File: src/hw/rtl/ccm_pkg.sv
package ccm_pkg;

    localparam int VOLT_BITS = 10;
    localparam int TIME_BITS = 32;
    localparam int FILT_BITS = VOLT_BITS + 8;

    localparam int LEVEL_W  = 10;
    localparam int PERIOD_W = 16;
    localparam int RISE_W   = 10;
    localparam int CFG_DATA_W = 16;
    localparam int CFG_IDX_W  = 3;

    // signed rise compare needs room for both the filter and min_rise*256
    localparam int DELTA_BITS =
        ((FILT_BITS > RISE_W + 8) ? FILT_BITS : RISE_W + 8) + 1;

    localparam logic [LEVEL_W-1:0]  FULL_LEVEL_RST   = LEVEL_W'(230);
    localparam logic [PERIOD_W-1:0] HOLD_MS_RST      = PERIOD_W'(1000);
    localparam logic [PERIOD_W-1:0] CHECK_PERIOD_RST = PERIOD_W'(1000);
    localparam logic [LEVEL_W-1:0]  LOW_LEVEL_RST    = LEVEL_W'(200);
    localparam logic [RISE_W-1:0]   MIN_RISE_RST     = RISE_W'(5);

    typedef enum logic [CFG_IDX_W-1:0] {
        CFG_FULL_LEVEL   = 3'd0,
        CFG_HOLD_MS      = 3'd1,
        CFG_CHECK_PERIOD = 3'd2,
        CFG_LOW_LEVEL    = 3'd3,
        CFG_MIN_RISE     = 3'd4
    } t_cfg_idx;

    typedef struct packed {
        logic [LEVEL_W-1:0]  full_level;
        logic [PERIOD_W-1:0] hold_ms;
        logic [PERIOD_W-1:0] check_period_ms;
        logic [LEVEL_W-1:0]  low_level;
        logic [RISE_W-1:0]   min_rise;
    } t_cfg;

    typedef struct packed {
        logic [VOLT_BITS-1:0] voltage_sample;
        logic [TIME_BITS-1:0] time_ms;
        logic                 charging_active;
    } t_in_item;

    typedef struct packed {
        logic                 charged;
        logic                 charge_fail;
        logic                 stop_charging;
        logic [FILT_BITS-1:0] filtered_level;
    } t_out_item;

endpackage

File: src/hw/rtl/ccm_cfg.sv
module ccm_cfg
    import ccm_pkg::*;
(
    input  logic                  i_clk,
    input  logic                  i_rst_n,
    input  logic                  i_cfg_we,
    input  logic [CFG_IDX_W-1:0]  i_cfg_idx,
    input  logic [CFG_DATA_W-1:0] i_cfg_wdata,
    output t_cfg                  o_cfg
);

    t_cfg r_cfg;
    t_cfg n_cfg;

    always_comb begin
        n_cfg = r_cfg;
        if (i_cfg_we) begin
            case (t_cfg_idx'(i_cfg_idx))
                CFG_FULL_LEVEL:   n_cfg.full_level      = i_cfg_wdata[LEVEL_W-1:0];
                CFG_HOLD_MS:      n_cfg.hold_ms         = i_cfg_wdata[PERIOD_W-1:0];
                CFG_CHECK_PERIOD: n_cfg.check_period_ms = i_cfg_wdata[PERIOD_W-1:0];
                CFG_LOW_LEVEL:    n_cfg.low_level       = i_cfg_wdata[LEVEL_W-1:0];
                CFG_MIN_RISE:     n_cfg.min_rise        = i_cfg_wdata[RISE_W-1:0];
                default:          n_cfg = r_cfg;
            endcase
        end
    end

    always_ff @(posedge i_clk) begin
        if (!i_rst_n) begin
            r_cfg.full_level      <= FULL_LEVEL_RST;
            r_cfg.hold_ms         <= HOLD_MS_RST;
            r_cfg.check_period_ms <= CHECK_PERIOD_RST;
            r_cfg.low_level       <= LOW_LEVEL_RST;
            r_cfg.min_rise        <= MIN_RISE_RST;
        end else begin
            r_cfg <= n_cfg;
        end
    end

    assign o_cfg = r_cfg;

endmodule

File: src/hw/rtl/ccm_core.sv
module ccm_core
    import ccm_pkg::*;
(
    input  logic      i_clk,
    input  logic      i_rst_n,
    input  logic      i_step,
    input  t_in_item  i_item,
    input  t_cfg      i_cfg,
    output t_out_item o_res
);

    logic [TIME_BITS-1:0] r_full_since, n_full_since;
    logic                 r_charged, n_charged;
    logic [FILT_BITS-1:0] r_filtered, n_filtered;
    logic [FILT_BITS-1:0] r_ckpt_level, n_ckpt_level;
    logic [TIME_BITS-1:0] r_ckpt_time, n_ckpt_time;
    logic                 r_fail, n_fail;

    logic [TIME_BITS-1:0]  el_full;
    logic [TIME_BITS-1:0]  el_ckpt;
    logic [FILT_BITS+7:0]  old_scaled;
    logic [FILT_BITS-1:0]  filt_chg;
    logic [DELTA_BITS-1:0] delta;
    logic [DELTA_BITS-1:0] rise_min;
    logic                  stop;

    always_comb begin
        n_full_since = r_full_since;
        n_charged    = r_charged;
        n_filtered   = r_filtered;
        n_ckpt_level = r_ckpt_level;
        n_ckpt_time  = r_ckpt_time;
        n_fail       = r_fail;
        stop         = 1'b0;

        el_full = i_item.time_ms - r_full_since;
        el_ckpt = i_item.time_ms - r_ckpt_time;

        // old*192/256 as (old*128 + old*64) >> 8
        old_scaled = {1'b0, r_filtered, 7'b0} + {2'b0, r_filtered, 6'b0};
        filt_chg   = FILT_BITS'({i_item.voltage_sample, 6'b0})
                   + old_scaled[FILT_BITS+7:8];

        if (VOLT_BITS'(i_cfg.full_level) <= i_item.voltage_sample) begin
            if (el_full >= TIME_BITS'(i_cfg.hold_ms)) begin
                n_charged = 1'b1;
            end
        end else begin
            n_full_since = i_item.time_ms;
            n_charged    = 1'b0;
        end

        if (i_item.charging_active) begin
            n_filtered = filt_chg;
        end else begin
            n_filtered = {i_item.voltage_sample, 8'b0};
        end

        delta    = DELTA_BITS'(n_filtered) - DELTA_BITS'(r_ckpt_level);
        rise_min = DELTA_BITS'({i_cfg.min_rise, 8'b0});

        if (i_item.charging_active) begin
            if (el_ckpt >= TIME_BITS'(i_cfg.check_period_ms)) begin
                n_ckpt_time  = i_item.time_ms;
                n_ckpt_level = n_filtered;
                // a falling filter gives a negative rise, which always fails the rise test
                if ((VOLT_BITS'(i_cfg.low_level) > i_item.voltage_sample)
                        && ($signed(delta) < $signed(rise_min))) begin
                    n_fail = 1'b1;
                    stop   = 1'b1;
                end
            end
        end else begin
            n_ckpt_time  = i_item.time_ms;
            n_ckpt_level = n_filtered;
        end

        o_res.charged        = n_charged;
        o_res.charge_fail    = n_fail;
        o_res.stop_charging  = stop;
        o_res.filtered_level = n_filtered;
    end

    always_ff @(posedge i_clk) begin
        if (!i_rst_n) begin
            r_full_since <= '0;
            r_charged    <= 1'b0;
            r_filtered   <= '0;
            r_ckpt_level <= '0;
            r_ckpt_time  <= '0;
            r_fail       <= 1'b0;
        end else if (i_step) begin
            r_full_since <= n_full_since;
            r_charged    <= n_charged;
            r_filtered   <= n_filtered;
            r_ckpt_level <= n_ckpt_level;
            r_ckpt_time  <= n_ckpt_time;
            r_fail       <= n_fail;
        end
    end

    a_fail_sticky: assert property (@(posedge i_clk) disable iff (!i_rst_n)
        r_fail |=> r_fail)
        else $error("charge failure flag cleared without reset");

    a_stop_sets_fail: assert property (@(posedge i_clk) disable iff (!i_rst_n)
        (i_step && o_res.stop_charging) |=> r_fail)
        else $error("tripped check did not latch failure");

    a_stop_only_charging: assert property (@(posedge i_clk) disable iff (!i_rst_n)
        o_res.stop_charging |-> i_item.charging_active)
        else $error("stop requested while not charging");

    a_idle_reload: assert property (@(posedge i_clk) disable iff (!i_rst_n)
        (i_step && !i_item.charging_active)
            |=> (r_ckpt_level == r_filtered && r_ckpt_time == $past(i_item.time_ms)))
        else $error("checkpoint not reloaded while idle");

endmodule

File: src/hw/rtl/capacitor_charge_monitor_unit.sv
// capacitor charge monitor
// input channel: i_in_valid / o_in_ready with i_in_item (voltage sample,
// millisecond timestamp, charging flag); one result item per input item
// on o_out_valid / i_out_ready with o_out_item
// configuration: i_cfg_we writes i_cfg_wdata into register i_cfg_idx at the
// clock edge; write only while no item is in flight
// latency: result valid 1 cycle after the input accept edge, taken at the
// earliest on the next edge (input register, then the single-pass step
// logic into the result register)
// throughput: one item per cycle; the filter and timers update in one cycle
// from the input register, so consecutive items chain through the state
// registers without a gap
// receiver stall: the result register holds, the input register keeps one
// more item, then o_in_ready drops until the result is taken
// reset (synchronous, active low): empties both registers, clears the filter,
// timers and the failure flag, and loads the register defaults
module capacitor_charge_monitor_unit
    import ccm_pkg::*;
(
    input  logic                  i_clk,
    input  logic                  i_rst_n,
    input  logic                  i_in_valid,
    output logic                  o_in_ready,
    input  t_in_item              i_in_item,
    output logic                  o_out_valid,
    input  logic                  i_out_ready,
    output t_out_item             o_out_item,
    input  logic                  i_cfg_we,
    input  logic [CFG_IDX_W-1:0]  i_cfg_idx,
    input  logic [CFG_DATA_W-1:0] i_cfg_wdata
);

    t_cfg      cfg;
    t_out_item res;

    logic      r_in_valid;
    t_in_item  r_in;
    logic      r_out_valid;
    t_out_item r_out;
    logic      step;

    // item in the input register moves on when the result slot frees up
    assign step       = r_in_valid && (!r_out_valid || i_out_ready);
    assign o_in_ready = !r_in_valid || step;

    ccm_cfg u_cfg (
        .i_clk       (i_clk),
        .i_rst_n     (i_rst_n),
        .i_cfg_we    (i_cfg_we),
        .i_cfg_idx   (i_cfg_idx),
        .i_cfg_wdata (i_cfg_wdata),
        .o_cfg       (cfg)
    );

    ccm_core u_core (
        .i_clk   (i_clk),
        .i_rst_n (i_rst_n),
        .i_step  (step),
        .i_item  (r_in),
        .i_cfg   (cfg),
        .o_res   (res)
    );

    always_ff @(posedge i_clk) begin
        if (!i_rst_n) begin
            r_in_valid  <= 1'b0;
            r_out_valid <= 1'b0;
        end else begin
            if (o_in_ready) begin
                r_in_valid <= i_in_valid;
            end
            if (step) begin
                r_out_valid <= 1'b1;
            end else if (i_out_ready) begin
                r_out_valid <= 1'b0;
            end
        end
    end

    always_ff @(posedge i_clk) begin
        if (o_in_ready && i_in_valid) begin
            r_in <= i_in_item;
        end
        if (step) begin
            r_out <= res;
        end
    end

    assign o_out_valid = r_out_valid;
    assign o_out_item  = r_out;

endmodule

File: config.mk
export PLATFORM = sky130hd
export DESIGN_NAME = capacitor_charge_monitor_unit
export DESIGN_NICKNAME = d
export VERILOG_FILES = /design/src/hw/rtl/ccm_pkg.sv /design/src/hw/rtl/ccm_cfg.sv /design/src/hw/rtl/ccm_core.sv /design/src/hw/rtl/capacitor_charge_monitor_unit.sv
export SDC_FILE = /design/constraint.sdc
export NUM_CORES = 1
export LEC_CHECK = 0
export BUFFER_PORTS_ARGS = -buffer_cell sky130_fd_sc_hd__buf_2
export CAP_MARGIN = 5
export CORE_UTILIZATION = 62
export CTS_CLUSTER_DIAMETER = 150
export DETAILED_ROUTE_END_ITERATION = 10
export PLACE_DENSITY_LB_ADDON = 0.2
export SLEW_MARGIN = 0
export SYNTH_ARGS = -nofsm -noshare
export SYNTH_HDL_FRONTEND = slang
export SYNTH_SLANG_ARGS = --single-unit
File: constraint.sdc
create_clock -name i_clk -period 8.2 [get_ports i_clk]
set_input_delay 1.64 -clock i_clk [delete_from_list [all_inputs] [get_ports i_clk]]
set_output_delay 1.64 -clock i_clk [all_outputs]
set_load 0.01 [all_outputs]
==> out/results.md <==
| Result | Reported |
| --- | --- |
| Clock tree root driver cell | clkbuf_16 |
| Post-CTS clock slew at the launch and capture registers of the worst setup and hold paths | 60 ps |
| Latest clock arrival within the worst-skew pair | 540 ps |
| Number of DRC violations after detailed-routing iteration 0 | 976 |
| Distinct cells, synth | 73 |
| Number of max-slew violations in the final report | 0 |
| Final Net Count | 2151 |
| Worst hold path stage count | 2 |
| Height of the die | 160 µm |
| Top_reg_cell synth | dfxtp_1 |
| Post-Synth Simple-Gate Area | 0.179 |
| Worst flop-to-flop path endpoint | o_out_item[19]$_DFFE_PP_ |
| Adder-Cell Fraction of Synth Area | 0.141 |
| Largest stage delay, worst path | 550 ps |
| Share of total power in combinational logic | 0.261 |
| Overall via count from detail_route | 13.5k |
| Largest cells by area after synthesis | dfxtp_1 21%, ha_1 14%, edfxtp_1 12% |
| Count of non-filler cells in the finished layout | 2255 |
| Highest attainable clock frequency | 0.145 GHz |
| Total setup violations reported at the end of the flow | 0 |
| Core Footprint | 0.0245 mm² |
| Final Hold Slack | 454 ps |
| Setup crit end kind | flop |
| Total instance count after detailed placement | 2206 |
| Core Rows | 57 |
| RD Place Congestion | 0.941 |
| Input/output buffers | 89 |
| Critical Path RT | 8490 ps |
| Area growth from synthesis to final layout | 9.28% |
| Ports | 90 |
| Yosys top cell area share | 0.214 |
| Longest Clk Path Bufs | 3 |
| Arrival time worst endpoint | 7200 ps |
| Area fraction in compound gates after synthesis | 0.212 |
| Leakage power | 0.00702 µW |
| Main combinational cell family by area after synthesis | compound AO/OA/AOI/OAI gates |
| Wire length of the first global-routing pass | 64.0 mm |
| Setup TNS after final layout | 0 ps |
| Fraction of synthesis flops using an asynchronous set or reset pin | 0 |
| Wire per inst | 17.2 µm |
| Post-synthesis cell count | 1862 |
| Synthesized area divided by synthesized cell count | 8.36 µm² |
| Post-synth net total | 2102 |
| Xor-xnor portion of the synthesized cell area | 0.0360 |
| Worst hold path endpoint | u_core.r_ckpt_time[23]$_SDFFE_PN0P_ |
| Top cell type by total area after synthesis | dfxtp_1 |
| Least-Margin Pin Slew | 1100 ps |
| Hold_buf cts | 0 |
| Internal Dissipation | 2290 µW |
| Post-detailed-route DRC marker count | 0 |
| Sinks on the clock net | 230 |
| Antenna violations before repair | 0 |
| Proportion of layout cells with a drive suffix above 1 | 0.0829 |
| Antenna violation net count after detailed routing | 0 |
| HPWL after DPL | 29.0 mm |
| Hold violation count in the final report | 0 |
| Vias per inst | 5.97 |
| Share of synthesized area spent on multiplexers | 0.0349 |
| Headroom to the max-slew limit | 0.266 |
| Clock tree skew after final layout | 16.5 ps |
| Post-synthesis register bit count | 230 |
| Source of the worst hold timing path | u_core.r_ckpt_time[23]$_SDFFE_PN0P_ |
| Clock tree from TritonCTS | built |
| Routed Wire Length | 38.9 mm |
| Maxcap violations | 0 |
| GRT Overall Usage | 0.305 |
| Peak supply drop | 0.175 mV |
| Startpoint type of the worst setup path | flop |
| Register-to-register setup slack | 1290 ps |
| Sequential cell fraction of total power | 0.384 |
| Via count of the first global-routing pass | 13.1k |
| Area of the die | 0.0257 mm² |
| Horiz. Die Dim | 160 µm |
| Max FO, Critical Path | 5 |
| Maximum number of pins on one net before global-route repair | 106 |
| Number of H-tree levels | 1 |
| Post-route total power | 3310 µW |
| Areal power density over the cells | 194 mW/mm² |
| Most common cell in the netlist | nand2_1 |
| Crit share post-route | 0.843 |
| Effective utilization at floorplan | 0.636 |
| Diodes inserted | 0 |
| Residual overflow from global routing | 0 |
| Clock share of power | 0.355 |
| EDFF count, synth | 64 |
| Unrepaired setup endpoints after global routing | no |
| Type of the worst setup path | reg2reg |
| Net load switching power | 1020 µW |
| TritonCTS buffer count | 27 |
| Status | completed |
| CTS resizes | 0 |
| Worst Reg2Reg Path Length in Cells | 31 |
| Net switching fraction of the power | 0.307 |
| Post-CTS setup buffer count | 0 |
| Number of warnings issued by yosys | 0 |
| Period minus WS final | 6910 ps |
| Slowest stage cell, crit path | o41ai_1 |
| TritonRoute pass-1 iters | 5 |
| Post-synth design cell area | 0.0156 mm² |
| Path type of the worst min-delay path | reg2reg |
| Sequential-to-total area share from yosys stat | 0.337 |
| Synth top cells by count | 355 x nand2_1, 169 x ha_1, 166 x dfxtp_1, 163 x inv_1, 108 x a21oi_1 |
| FF-to-FF Start | u_core.r_filtered[1]$_SDFFE_PN0P_ |
-- routing by layer --
metal | vias to the layer above | wire, µm | track usage
li1 | 6652 | - | -
met1 | 6280 | 16900 | 0.389
met2 | 427 | 18000 | 0.518
met3 | 109 | 2090 | 0.0325
met4 | 0 | 1860 | 0.141
met5 | - | 0 | 0
-- worst max-delay path, delay by kind of cell, from the launching register on --
family                     cells  cell delay, ps
adders and majority gates      4            1290
and+or+nand+nor               11            1580
AOI/OAI and AO/OA             11            2690
buffers and inverters          1             100
muxes                          1             270
xor gates and xnor gates       3             370
DFF                            1             350
-- cell usage in the layout (no fill, tap or decap), drive strengths merged, types with 39 or more instances in the layout --
cell type,synthesis,routed
a21boi,83,83
nand2,355,355
o21ai,65,65
buf,24,96
edfxtp,64,64
ha,169,169
nor2,80,80
dfxtp,166,166
xnor2,44,44
mux2i,52,52
clkbuf,52,39
a21oi,108,108
inv,163,165
-- stage by stage --
step / cell area [µm²] / util / setup WS [ps]
after global routing: 17000 / 0.695 / 776
after floorplan: 15600 / - / 2130
after global placement: 16100 / 0.660 / 1660
after detailed placement: 16100 / 0.660 / 1460
after CTS: 17000 / 0.695 / 1360
final: 17000 / 0.695 / 1290
-- area by class of cell --
type	count	area, µm²
repair buffers	96	500
clock inverters	10	115
flip-flops and latches	230	5250
fillers	2007	7460
multi-input cells	1393	9370
well taps	324	405
inverters	163	612
clock buffers	39	751
-- logic make-up (layout without fill, tap and decap cells) --
logic type,count (synthesis),in the layout
AND/OR/NAND/NOR,625,625
flip-flops,230,230
adder cells (fa/ha/maj),173,173
multiplexers,54,54
buffers and inverters,239,308
XOR/XNOR,64,64
AO/OA/AOI/OAI,477,477
-- sequential cells by signal, summed over array words and instances, names as in the netlist --
register / count
r_in: 43
u_core.r_filtered: 18
u_core.r_fail: 1
u_cfg.o_cfg: 62
o_out_item: 21
u_core.r_full_since: 32
u_core.r_ckpt_level: 18
r_in_valid: 1
u_core.r_ckpt_time: 32
o_out_valid: 1
u_core.r_charged: 1
-- how the worst max path moves through the flow --
| stage | from | to | slack, ps | cells past startpoint |
|---|---|---|---|---|
| 2_1_floorplan | u_core.r_filtered[1]$_SDFFE_PN0P_ | o_out_item[19]$_DFFE_PP_ | 2130 | 30 |
| 3_3_place_gp | u_core.r_filtered[1]$_SDFFE_PN0P_ | o_out_item[19]$_DFFE_PP_ | 1660 | 30 |
| 3_5_place_dp | u_core.r_filtered[1]$_SDFFE_PN0P_ | o_out_item[19]$_DFFE_PP_ | 1460 | 31 |
| 4_1_cts | u_core.r_filtered[1]$_SDFFE_PN0P_ | o_out_item[19]$_DFFE_PP_ | 1360 | 31 |
| 5_1_grt | u_core.r_filtered[1]$_SDFFE_PN0P_ | o_out_item[19]$_DFFE_PP_ | 780 | 31 |
| 6_report | u_core.r_filtered[1]$_SDFFE_PN0P_ | o_out_item[19]$_DFFE_PP_ | 1290 | 31 |
-- power groups by stage --
stage | clock, µW | sequential [µW] | combinational, µW
finish | 1170 | 1270 | 864
global placement | 0 | 1290 | 823
CTS | 1190 | 1270 | 858
detailed placement | 0 | 1290 | 850
global route | 1230 | 1270 | 972
floorplan | 0 | 1280 | 652
Note: power is estimated with default switching activity, not from simulation.
